$ cat src/design/apd_pkg.sv
// ----------------------------------------------------------------------------
// apd_pkg
// Shared types and constants of the acknowledge packet deframer.
// ----------------------------------------------------------------------------
package apd_pkg;

   localparam int unsigned BYTE_W  = 8;
   localparam int unsigned FUNC_W  = 2;
   localparam int unsigned STATUS_W = 3;
   localparam int unsigned CSR_INDEX_W = 2;

   // packet layout
   localparam int unsigned POS_HDR0     = 0;
   localparam int unsigned POS_HDR1     = 1;
   localparam int unsigned POS_PID      = 6;
   localparam int unsigned POS_LEN_HI   = 7;
   localparam int unsigned POS_LEN_LO   = 8;
   localparam int unsigned HEADER_BYTES = 9;
   localparam int unsigned LEN_MIN      = 3;

   typedef enum logic [FUNC_W-1:0] {
      FUNC_BYTE     = 2'd0,
      FUNC_TIMEOUT  = 2'd1,
      FUNC_READ_ERR = 2'd2,
      FUNC_RESERVED = 2'd3
   } func_type;

   typedef enum logic [STATUS_W-1:0] {
      ST_OK       = 3'd0,
      ST_TIMEOUT  = 3'd1,
      ST_READ_ERR = 3'd2,
      ST_INVALID  = 3'd3,
      ST_CHECKSUM = 3'd4
   } status_type;

   typedef enum logic [CSR_INDEX_W-1:0] {
      CSR_HEADER_FIRST  = 2'd0,
      CSR_HEADER_SECOND = 2'd1,
      CSR_ACK_PID       = 2'd2,
      CSR_PARAM_CAP     = 2'd3
   } csr_index_type;

   localparam logic [BYTE_W-1:0] HEADER_FIRST_RESET  = 8'd239;
   localparam logic [BYTE_W-1:0] HEADER_SECOND_RESET = 8'd1;
   localparam logic [BYTE_W-1:0] ACK_PID_RESET       = 8'd7;
   localparam logic [BYTE_W-1:0] PARAM_CAP_RESET     = 8'd244;

   typedef struct packed {
      logic              is_status;
      logic [BYTE_W-1:0] param_byte;
      logic [BYTE_W-1:0] param_index;
      status_type        status;
      logic [BYTE_W-1:0] confirm_code;
      logic [BYTE_W-1:0] param_count;
   } rsp_type;

   function automatic rsp_type status_item(status_type st, logic [BYTE_W-1:0] code,
                                           logic [BYTE_W-1:0] count);
      rsp_type r;
      r              = '0;
      r.is_status    = 1'b1;
      r.status       = st;
      r.confirm_code = code;
      r.param_count  = count;
      return r;
   endfunction

endpackage

$ cat src/design/apd_ifs.sv
// ----------------------------------------------------------------------------
// apd channel interfaces
// Valid/ready channels for received bytes and for deframer results.
// ----------------------------------------------------------------------------
interface apd_req_if;
   logic                         valid;
   logic                         ready;
   logic [apd_pkg::FUNC_W-1:0]   func;
   logic [apd_pkg::BYTE_W-1:0]   rx_byte;

   modport source (output valid, func, rx_byte, input ready);
   modport sink   (input valid, func, rx_byte, output ready);
endinterface

interface apd_rsp_if;
   logic                           valid;
   logic                           ready;
   logic                           is_status;
   logic [apd_pkg::BYTE_W-1:0]     param_byte;
   logic [apd_pkg::BYTE_W-1:0]     param_index;
   logic [apd_pkg::STATUS_W-1:0]   status;
   logic [apd_pkg::BYTE_W-1:0]     confirm_code;
   logic [apd_pkg::BYTE_W-1:0]     param_count;

   modport source (output valid, is_status, param_byte, param_index, status,
                   confirm_code, param_count, input ready);
   modport sink   (input valid, is_status, param_byte, param_index, status,
                   confirm_code, param_count, output ready);
endinterface

$ cat src/design/ack_packet_deframer.sv
// ----------------------------------------------------------------------------
// ack_packet_deframer
// Parses acknowledge packets byte by byte and reports parameters and status.
// ----------------------------------------------------------------------------
// Usage:
//   req_chan carries one transaction per received byte (func 0) or a read
//   timeout / read error event (func 1 / 2); func 3 is dropped silently.
//   rsp_chan returns one transaction per parameter byte as it arrives, and
//   one status transaction at the end of each packet (ok, timeout, read
//   error, invalid header/PID/length, checksum mismatch).
//   csr_we/csr_index/csr_wdata set the expected header bytes, PID and the
//   parameter capacity; write them only while the block is idle.
//   Throughput: one transaction per cycle on req_chan while ready is high.
//   The per-byte parse is one compare and one 16-bit add between the
//   state registers and the result register.
//   Each result is registered before it is valid on rsp_chan.
//   A two-entry output buffer (result register plus skid register) keeps
//   req_chan.ready high while one result waits; ready drops only when both
//   entries are full.
//   Reset (synchronous, active high) restores register defaults, empties
//   the output buffer and waits for the first header byte.
// ----------------------------------------------------------------------------
module ack_packet_deframer #(
   parameter int unsigned MAX_PACKET_BYTES = 256
) (
   input  logic                              clock,
   input  logic                              reset,
   apd_req_if.sink                           req_chan,
   apd_rsp_if.source                         rsp_chan,
   input  logic                              csr_we,
   input  logic [apd_pkg::CSR_INDEX_W-1:0]   csr_index,
   input  logic [apd_pkg::BYTE_W-1:0]        csr_wdata
);

   localparam int unsigned POS_W   = $clog2(MAX_PACKET_BYTES);
   localparam int unsigned LEN_MAX = MAX_PACKET_BYTES - apd_pkg::HEADER_BYTES;

   // configuration
   logic [apd_pkg::BYTE_W-1:0] hdr_first_ff, hdr_second_ff, ack_pid_ff, param_cap_ff;

   // parse state
   logic [POS_W-1:0]           pos_ff, pos_in;
   logic                       hok_ff, hok_in;
   logic [15:0]                len_ff, len_in;
   logic [15:0]                sum_ff, sum_in;
   logic [apd_pkg::BYTE_W-1:0] code_ff, code_in;
   logic [apd_pkg::BYTE_W-1:0] chk_hi_ff, chk_hi_in;

   // output buffer
   logic                       out_v_ff, out_v_in;
   apd_pkg::rsp_type           out_ff, out_in;
   logic                       skid_v_ff, skid_v_in;
   apd_pkg::rsp_type           skid_ff, skid_in;

   logic                       req_fire, rsp_fire, produce, restart;
   apd_pkg::rsp_type           res;
   apd_pkg::func_type          func;
   logic [apd_pkg::BYTE_W-1:0] b;
   logic [POS_W-1:0]           c, c_m1;
   logic [16:0]                c_plus2, len_ext;
   logic [15:0]                len_chk, rx_sum, n_param;

   assign req_chan.ready = !skid_v_ff;
   assign req_fire       = req_chan.valid && req_chan.ready;
   assign rsp_fire       = out_v_ff && rsp_chan.ready;
   assign func           = apd_pkg::func_type'(req_chan.func);
   assign b              = req_chan.rx_byte;

   assign c       = pos_ff - POS_W'(apd_pkg::HEADER_BYTES);
   assign c_m1    = c - POS_W'(1);
   assign c_plus2 = 17'(c) + 17'd2;
   assign len_ext = {1'b0, len_ff};
   assign len_chk = {len_ff[15:8], b};
   assign rx_sum  = {chk_hi_ff, b};
   assign n_param = len_ff - 16'(apd_pkg::LEN_MIN);

   always_comb begin
      pos_in    = pos_ff;
      hok_in    = hok_ff;
      len_in    = len_ff;
      sum_in    = sum_ff;
      code_in   = code_ff;
      chk_hi_in = chk_hi_ff;
      produce   = 1'b0;
      restart   = 1'b0;
      res       = '0;
      if (req_fire) begin
         unique case (func)
            apd_pkg::FUNC_TIMEOUT: begin
               produce = 1'b1;
               restart = 1'b1;
               res     = apd_pkg::status_item(apd_pkg::ST_TIMEOUT, '0, '0);
            end
            apd_pkg::FUNC_READ_ERR: begin
               produce = 1'b1;
               restart = 1'b1;
               res     = apd_pkg::status_item(apd_pkg::ST_READ_ERR, '0, '0);
            end
            apd_pkg::FUNC_BYTE: begin
               pos_in = pos_ff + POS_W'(1);
               if (pos_ff < POS_W'(apd_pkg::HEADER_BYTES)) begin
                  priority if (pos_ff == POS_W'(apd_pkg::POS_HDR0)) begin
                     hok_in = (b == hdr_first_ff);
                  end else if (pos_ff == POS_W'(apd_pkg::POS_HDR1)) begin
                     hok_in = hok_ff && (b == hdr_second_ff);
                  end else if (pos_ff == POS_W'(apd_pkg::POS_PID)) begin
                     hok_in = hok_ff && (b == ack_pid_ff);
                     sum_in = 16'(b);
                  end else if (pos_ff == POS_W'(apd_pkg::POS_LEN_HI)) begin
                     len_in = {b, 8'd0};
                     sum_in = sum_ff + 16'(b);
                  end else if (pos_ff == POS_W'(apd_pkg::POS_LEN_LO)) begin
                     len_in = len_chk;
                     sum_in = sum_ff + 16'(b);
                     if (!hok_ff || len_chk < 16'(apd_pkg::LEN_MIN) ||
                         len_chk > 16'(LEN_MAX)) begin
                        produce = 1'b1;
                        restart = 1'b1;
                        res = apd_pkg::status_item(apd_pkg::ST_INVALID, '0, '0);
                     end
                  end else begin
                     // address bytes are skipped
                     hok_in = hok_ff;
                  end
               end else begin
                  priority if (c == '0) begin
                     code_in = b;
                     sum_in  = sum_ff + 16'(b);
                  end else if (c_plus2 < len_ext) begin
                     sum_in          = sum_ff + 16'(b);
                     produce         = 1'b1;
                     res.param_byte  = b;
                     res.param_index = 8'(c_m1);
                  end else if (c_plus2 == len_ext) begin
                     chk_hi_in = b;
                  end else begin
                     produce = 1'b1;
                     restart = 1'b1;
                     if (rx_sum != sum_ff) begin
                        res = apd_pkg::status_item(apd_pkg::ST_CHECKSUM, '0, '0);
                     end else if (n_param > 16'(param_cap_ff)) begin
                        res = apd_pkg::status_item(apd_pkg::ST_OK, code_ff, '0);
                     end else begin
                        res = apd_pkg::status_item(apd_pkg::ST_OK, code_ff,
                                                   n_param[7:0]);
                     end
                  end
               end
            end
            default: begin
               // reserved code: no result, state holds
               produce = 1'b0;
            end
         endcase
         if (restart) begin
            pos_in    = '0;
            hok_in    = 1'b1;
            len_in    = '0;
            sum_in    = '0;
            code_in   = '0;
            chk_hi_in = '0;
         end
      end
   end

   // result register plus skid entry
   always_comb begin
      out_v_in  = out_v_ff;
      out_in    = out_ff;
      skid_v_in = skid_v_ff;
      skid_in   = skid_ff;
      if (rsp_fire || !out_v_ff) begin
         if (skid_v_ff) begin
            out_v_in  = 1'b1;
            out_in    = skid_ff;
            skid_v_in = 1'b0;
         end else begin
            out_v_in = produce;
            out_in   = res;
         end
      end else if (produce) begin
         skid_v_in = 1'b1;
         skid_in   = res;
      end
   end

   always_ff @(posedge clock) begin
      if (reset) begin
         hdr_first_ff  <= apd_pkg::HEADER_FIRST_RESET;
         hdr_second_ff <= apd_pkg::HEADER_SECOND_RESET;
         ack_pid_ff    <= apd_pkg::ACK_PID_RESET;
         param_cap_ff  <= apd_pkg::PARAM_CAP_RESET;
         pos_ff        <= '0;
         hok_ff        <= 1'b1;
         len_ff        <= '0;
         sum_ff        <= '0;
         code_ff       <= '0;
         chk_hi_ff     <= '0;
         out_v_ff      <= 1'b0;
         skid_v_ff     <= 1'b0;
      end else begin
         if (csr_we) begin
            unique case (apd_pkg::csr_index_type'(csr_index))
               apd_pkg::CSR_HEADER_FIRST:  hdr_first_ff  <= csr_wdata;
               apd_pkg::CSR_HEADER_SECOND: hdr_second_ff <= csr_wdata;
               apd_pkg::CSR_ACK_PID:       ack_pid_ff    <= csr_wdata;
               apd_pkg::CSR_PARAM_CAP:     param_cap_ff  <= csr_wdata;
               default:                    param_cap_ff  <= param_cap_ff;
            endcase
         end
         pos_ff    <= pos_in;
         hok_ff    <= hok_in;
         len_ff    <= len_in;
         sum_ff    <= sum_in;
         code_ff   <= code_in;
         chk_hi_ff <= chk_hi_in;
         out_v_ff  <= out_v_in;
         skid_v_ff <= skid_v_in;
      end
   end

   always_ff @(posedge clock) begin
      out_ff  <= out_in;
      skid_ff <= skid_in;
   end

   assign rsp_chan.valid        = out_v_ff;
   assign rsp_chan.is_status    = out_ff.is_status;
   assign rsp_chan.param_byte   = out_ff.param_byte;
   assign rsp_chan.param_index  = out_ff.param_index;
   assign rsp_chan.status       = out_ff.status;
   assign rsp_chan.confirm_code = out_ff.confirm_code;
   assign rsp_chan.param_count  = out_ff.param_count;

   // skid entry only fills behind a waiting result
   a_skid_behind_out: assert property (@(posedge clock) disable iff (reset)
      skid_v_ff |-> out_v_ff)
      else $error("skid entry valid with empty result register");

   // timeout or read error always returns to the first header byte
   a_abort_restarts: assert property (@(posedge clock) disable iff (reset)
      (req_fire && (func == apd_pkg::FUNC_TIMEOUT || func == apd_pkg::FUNC_READ_ERR))
      |=> (pos_ff == '0 && hok_ff))
      else $error("abort transaction did not restart the packet");

   // a failing status carries no code and no count
   a_fail_zero: assert property (@(posedge clock) disable iff (reset)
      (out_v_ff && out_ff.is_status && out_ff.status != apd_pkg::ST_OK)
      |-> (out_ff.confirm_code == '0 && out_ff.param_count == '0))
      else $error("failing status with nonzero code or count");

   // position stays inside the largest packet
   a_pos_bound: assert property (@(posedge clock) disable iff (reset)
      32'(pos_ff) < MAX_PACKET_BYTES)
      else $error("byte position beyond packet limit");

   // a stalled result does not get overwritten
   a_out_hold: assert property (@(posedge clock) disable iff (reset)
      (out_v_ff && !rsp_chan.ready) |=> (out_v_ff && out_ff == $past(out_ff)))
      else $error("stalled result changed");

endmodule
$ cat src/flat_wrapper.sv
// flat-port wrapper written by rule: the top's interface ports become plain ports
module ack_packet_deframer_flat 
#(
   parameter int unsigned MAX_PACKET_BYTES = 256
)
  (clock, reset, csr_we, csr_index, csr_wdata, req_chan_valid, req_chan_func, req_chan_rx_byte, req_chan_ready, rsp_chan_valid, rsp_chan_is_status, rsp_chan_param_byte, rsp_chan_param_index, rsp_chan_status, rsp_chan_confirm_code, rsp_chan_param_count, rsp_chan_ready);
  apd_req_if req_chan_i ();
  apd_rsp_if rsp_chan_i ();
  input  logic clock;
  input  logic reset;
  input  logic csr_we;
  input  logic [apd_pkg::CSR_INDEX_W-1:0] csr_index;
  input  logic [apd_pkg::BYTE_W-1:0] csr_wdata;
  input wire logic [$bits(req_chan_i.valid)-1:0] req_chan_valid;
  input wire logic [$bits(req_chan_i.func)-1:0] req_chan_func;
  input wire logic [$bits(req_chan_i.rx_byte)-1:0] req_chan_rx_byte;
  output wire logic [$bits(req_chan_i.ready)-1:0] req_chan_ready;
  output wire logic [$bits(rsp_chan_i.valid)-1:0] rsp_chan_valid;
  output wire logic [$bits(rsp_chan_i.is_status)-1:0] rsp_chan_is_status;
  output wire logic [$bits(rsp_chan_i.param_byte)-1:0] rsp_chan_param_byte;
  output wire logic [$bits(rsp_chan_i.param_index)-1:0] rsp_chan_param_index;
  output wire logic [$bits(rsp_chan_i.status)-1:0] rsp_chan_status;
  output wire logic [$bits(rsp_chan_i.confirm_code)-1:0] rsp_chan_confirm_code;
  output wire logic [$bits(rsp_chan_i.param_count)-1:0] rsp_chan_param_count;
  input wire logic [$bits(rsp_chan_i.ready)-1:0] rsp_chan_ready;
  assign req_chan_i.valid = req_chan_valid;
  assign req_chan_i.func = req_chan_func;
  assign req_chan_i.rx_byte = req_chan_rx_byte;
  assign req_chan_ready = req_chan_i.ready;
  assign rsp_chan_valid = rsp_chan_i.valid;
  assign rsp_chan_is_status = rsp_chan_i.is_status;
  assign rsp_chan_param_byte = rsp_chan_i.param_byte;
  assign rsp_chan_param_index = rsp_chan_i.param_index;
  assign rsp_chan_status = rsp_chan_i.status;
  assign rsp_chan_confirm_code = rsp_chan_i.confirm_code;
  assign rsp_chan_param_count = rsp_chan_i.param_count;
  assign rsp_chan_i.ready = rsp_chan_ready;
  ack_packet_deframer #(.MAX_PACKET_BYTES(MAX_PACKET_BYTES)) u_core (.clock(clock), .reset(reset), .req_chan(req_chan_i), .rsp_chan(rsp_chan_i), .csr_we(csr_we), .csr_index(csr_index), .csr_wdata(csr_wdata));
endmodule
$ cat config.mk
export PLATFORM = sky130hd
export DESIGN_NAME = ack_packet_deframer_flat
export DESIGN_NICKNAME = d
export VERILOG_FILES = /design/src/design/apd_pkg.sv /design/src/design/apd_ifs.sv /design/src/design/ack_packet_deframer.sv /design/src/flat_wrapper.sv
export SDC_FILE = /design/constraint.sdc
export NUM_CORES = 1
export LEC_CHECK = 0
export ABC_AREA = 0
export BUFFER_PORTS_ARGS = -buffer_cell sky130_fd_sc_hd__buf_2
export CAP_MARGIN = 0
export CORE_MARGIN = 2
export CORE_UTILIZATION = 55
export DETAILED_ROUTE_END_ITERATION = 12
export PLACE_DENSITY = 0.85
export SYNTH_ARGS = -nofsm -noshare
export SYNTH_HDL_FRONTEND = slang
export SYNTH_SLANG_ARGS = --single-unit
export TNS_END_PERCENT = 10
$ cat constraint.sdc
create_clock -name clock -period 5.03 [get_ports clock]
set_input_delay 1.006 -clock clock [delete_from_list [all_inputs] [get_ports clock]]
set_output_delay 1.006 -clock clock [all_outputs]
set_load 0.02 [all_outputs]
==> results.tsv <==
stage	metric	value	unit
run_status	outcome	complete, no violations	
route	Avg WL per Cell	16.9	um
grt	first-pass GRT wire length	29900	um
floorplanning	# IOs	63	
floorplanning	chip height	128	um
route	DR DRC count	0	
pwr	internal power	2.30	mW
logic_synthesis	Post-Syn Area	8450	um^2
critical_path	capturing point of the worst reg2reg path	u_core.rsp_chan.param_count[2]	
logic_synthesis	Seq cells post-synth	163	
logic_synthesis	post-synth top area share	25.6	%
logic_synthesis	area fraction in compound gates after synthesis	14.7	%
logic_synthesis	Ys Warns	0	
grt	vias in the first global route	5937	
sta	Final Hold Viols	0	
final_layout	largest registers	u_core.skid_ff (36), u_core.len_ff (16), u_core.sum_ff (16)	
critical_path	CP startpoint kind	flop	
critical_path	crit-path max FO	16	
logic_synthesis	mux cell area share after synthesis	5.00	%
critical_path	Worst Reg-to-Reg Cells	17	
hold_path	hold crit path type	flop to flop	
sta	headroom to the max-slew limit	28.3	%
logic_synthesis	ys async rst share	0	%
critical_path	crit path cell chain	inv_1, ha_1, nand2b_1, nand2_1, xor2_2, nand3_1, nor3b_1, xnor2_1, ha_1, and4_1, nand2_1, a21oi_1, o21ai_0, or3_1, nor2_4, nand3_2, o21ai_1	
logic_synthesis	Post-Synth XOR/XNOR Area	7.05	%
sta	Worst Max-Slew Pin Slew	1.07	ns
clocking	CTS clk-pin slew, worst paths	0.07	ns
floorplanning	initial core utilization	56.0	%
hold_path	Hold Path Stages	2	
pwr	Leakage	4.16	nW
logic_synthesis	number of library cell types mapped by synthesis	67	
place	RD Place Congestion	0.989	
clocking	H-tree depth	4	
critical_path	Critical Path Sink Type	flop	
floorplanning	row count	45	
clocking	clk buf depth	2	
critical_path	Critical Path Max Stage Delay	0.54	ns
floorplanning	die area	16400	um^2
clocking	Num CTS Buffers	17	
critical_path	reg2reg setup slack	0.37	ns
final_layout	max FFs per register	36	
place	Detail Placement HPWL	13100	um
place	Buffers on Ports	62	
logic_synthesis	top cells by count, synth	dfxtp_1 (91), nor2_1 (91), edfxtp_1 (72)	
route	via count	6426	
clocking	Skew-Pair Late Insertion Delay	0.44	ns
critical_path	cell family with most CP delay	simple AND/OR/NAND/NOR gates	
clocking	CTS sink cnt	163	
sta	setup violators final	0	
logic_synthesis	Avg Inst Size Synth	9.87	um^2
critical_path	CP Buf/Inv Count	1	
clocking	CTS Hold Bufs	0	
pwr	sequential power share	46.3	%
route	drt pass-1 iters	7	
sta	Final Critical Period	4.66	ns
logic_synthesis	Syn Inst Count	856	
logic_synthesis	largest family of logic cells by synthesized area	simple AND/OR/NAND/NOR gates	
sta	total negative slack	0	ns
grt	total gr overflow	0	
critical_path	slowest CP cell	or3_1	
logic_synthesis	dominant cell type by area after synthesis	edfxtp_1	
job	Max Cap Viol	0	
logic_synthesis	Synthesized Nets	920	
grt	initial antenna violation count	0	
place	Place WS	0.213	ns
pwr	Clock Power Share	42.1	%
route	ANT nets after route	0	
clocking	clock root buffer	clkbuf_16	
pwr	combinational power share	11.7	%
logic_synthesis	Synth Area in Adders	5.86	%
pwr	Power Total	3.09	mW
pwr	power density over cell area	324	nW/um^2
critical_path	crit path DAT	4.93	ns
clocking	CTS tree	built	
final_layout	Total Nets Final	970	
clocking	postcts setup bufs	0	
sta	f_max	215	MHz
critical_path	Setup CP Type	flop to flop	
critical_path	r2r startpoint	u_core.pos_ff[1]	
final_layout	ant diodes	0	
route	DR iter-0 viols	548	
sta	unrepaired setup endpoints after global routing	no	
critical_path	Crit path depth	17	
place	Cells after DPL	1075	
pwr	Sw Share	25.6	%
logic_synthesis	Post-Synth Simple-Gate Area	16.5	%
critical_path	Required @ worst endpoint	5.30	ns
logic_synthesis	Seq/Total Area, Yosys	47.1	%
sta	Final Max Slew Viols	0	
pwr	Net Sw Power	0.791	mW
hold_path	Hold Path Sink	u_core.ack_pid_ff[4]	
sta	worst setup margin	0.372	ns
grt	pin count of the biggest net entering global routing	72	
final_layout	Area Growth Syn to Fin	13.0	%
floorplanning	core area	15100	um^2
sta	Tcrit/Tclk final	92.6	%
floorplanning	DIE WIDTH	128	um
route	DR vias/cell	5.80	
logic_synthesis	Post-synth top flop	dfxtp_1	
pwr	Max VDD drop	244	uV
final_layout	fill cell count	1205	
route	Post-Route WL	18700	um
clocking	post-cts resize count	0	
hold_path	Hold Path Origin	u_core.ack_pid_ff[4]	
critical_path	Critical Path Start	u_core.pos_ff[1]	
final_layout	Biggest register	u_core.skid_ff	
logic_synthesis	Post-synth EDFFs	72	
logic_synthesis	synth top area cells	edfxtp_1 (26%), dfxtp_1 (22%), ha_1 (5.6%), mux2i_1 (4.7%), xnor2_1 (4.5%)	
sta	clock skew	0.0154	ns
grt	Total GRT Usage	23.2	%
final_layout	Core Util, Final	63.3	%
final_layout	post-route insts no fill	1107	
final_layout	layout cells sized above 1	13.9	%
-- worst reg2reg max path: stages (launching register included) --
cell	delay [ns]
dfxtp_1	0.47
inv_1	0.15
ha_1	0.30
nand2b_1	0.19
nand2_1	0.12
xor2_2	0.32
nand3_1	0.18
nor3b_1	0.28
xnor2_1	0.10
ha_1	0.34
and4_1	0.21
nand2_1	0.07
a21oi_1	0.21
o21ai_0	0.19
or3_1	0.54
nor2_4	0.27
nand3_2	0.30
o21ai_1	0.26
-- metal layers --
layer | share of wire [%] | GRT usage (%)
met1 | 45 | 31.7
met2 | 47 | 37.5
met3 | 6.3 | 4.76
met4 | 1.9 | 7.18
met5 | 0 | 0
-- final cells by class --
class | instances | area (um^2) | share of cell area [%]
Multi-Input combinational cell | 610 | 4170 | 43.7
Clock inverter | 13 | 153 | 1.60
Inverter | 40 | 150 | 1.57
Sequential cell | 163 | 3980 | 41.7
Clock buffer | 19 | 443 | 4.64
Tap cell | 188 | 235 | 2.46
Timing Repair Buffer | 74 | 413 | 4.33
-- worst max path at each step --
stage               slack, ns                             end
finish                   0.37  u_core.rsp_chan.param_count[2]
global route             0.10  u_core.rsp_chan.param_count[2]
CTS                      0.13  u_core.rsp_chan.param_count[2]
detailed placement       0.21  u_core.rsp_chan.param_count[3]
global placement         0.52             u_core.chk_hi_ff[5]
floorplan                0.20               u_core.skid_ff[0]
-- power by group through the flow --
stage                     Combinational [mW]  Sequential [mW]  Clock [mW]
after floorplan                        0.243             1.47           0
after global placement                 0.346             1.46           0
after detailed placement               0.354             1.46           0
after CTS                              0.357             1.43        1.32
after global routing                   0.394             1.43        1.37
final                                  0.361             1.43        1.30
-- cells in the final DEF, fill, tap and decap left out, drive strengths merged, types with 3 or more instances in the layout --
master    netlist  final
xor2           25     25
ha             38     38
edfxtp         72     72
nand2          69     69
nor2b          12     12
a2111oi         6      6
or2             5      5
a21o           33     33
dfxtp          91     91
nor3           12     12
a21boi          7      7
o21ai          27     27
buf            12     74
o21a            5      5
nor4           11     11
clkinvlp        0      5
nor2           92     92
a21oi          40     40
nand4          11     11
clkinv          0      3
a31oi           6      6
nand3b          6      6
xnor2          43     43
and2           11     11
or3             8      8
a22o            9      9
and3           10     10
a211oi         10     10
clkbuf         31     19
mux2i          40     40
nand3          21     21
inv            40     43
nand2b          6      6
a211o          14     14
o31ai           3      3
nor3b           4      4
-- through the flow --
stage               instance area (um^2)  hold slack (ns)
floorplan                           8450            0.435
global placement                    8940            0.441
detailed placement                  8940            0.450
CTS                                 9530            0.459
global route                        9550            0.482
finish                              9550            0.457
-- kinds of logic after synthesis --
family / after synthesis
xor+xnor: 68
fa+ha+maj: 39
simple gates: 285
buf+inv: 83
mux: 42
flops: 163
compound gates: 176
(Power assumes the default switching activity.)
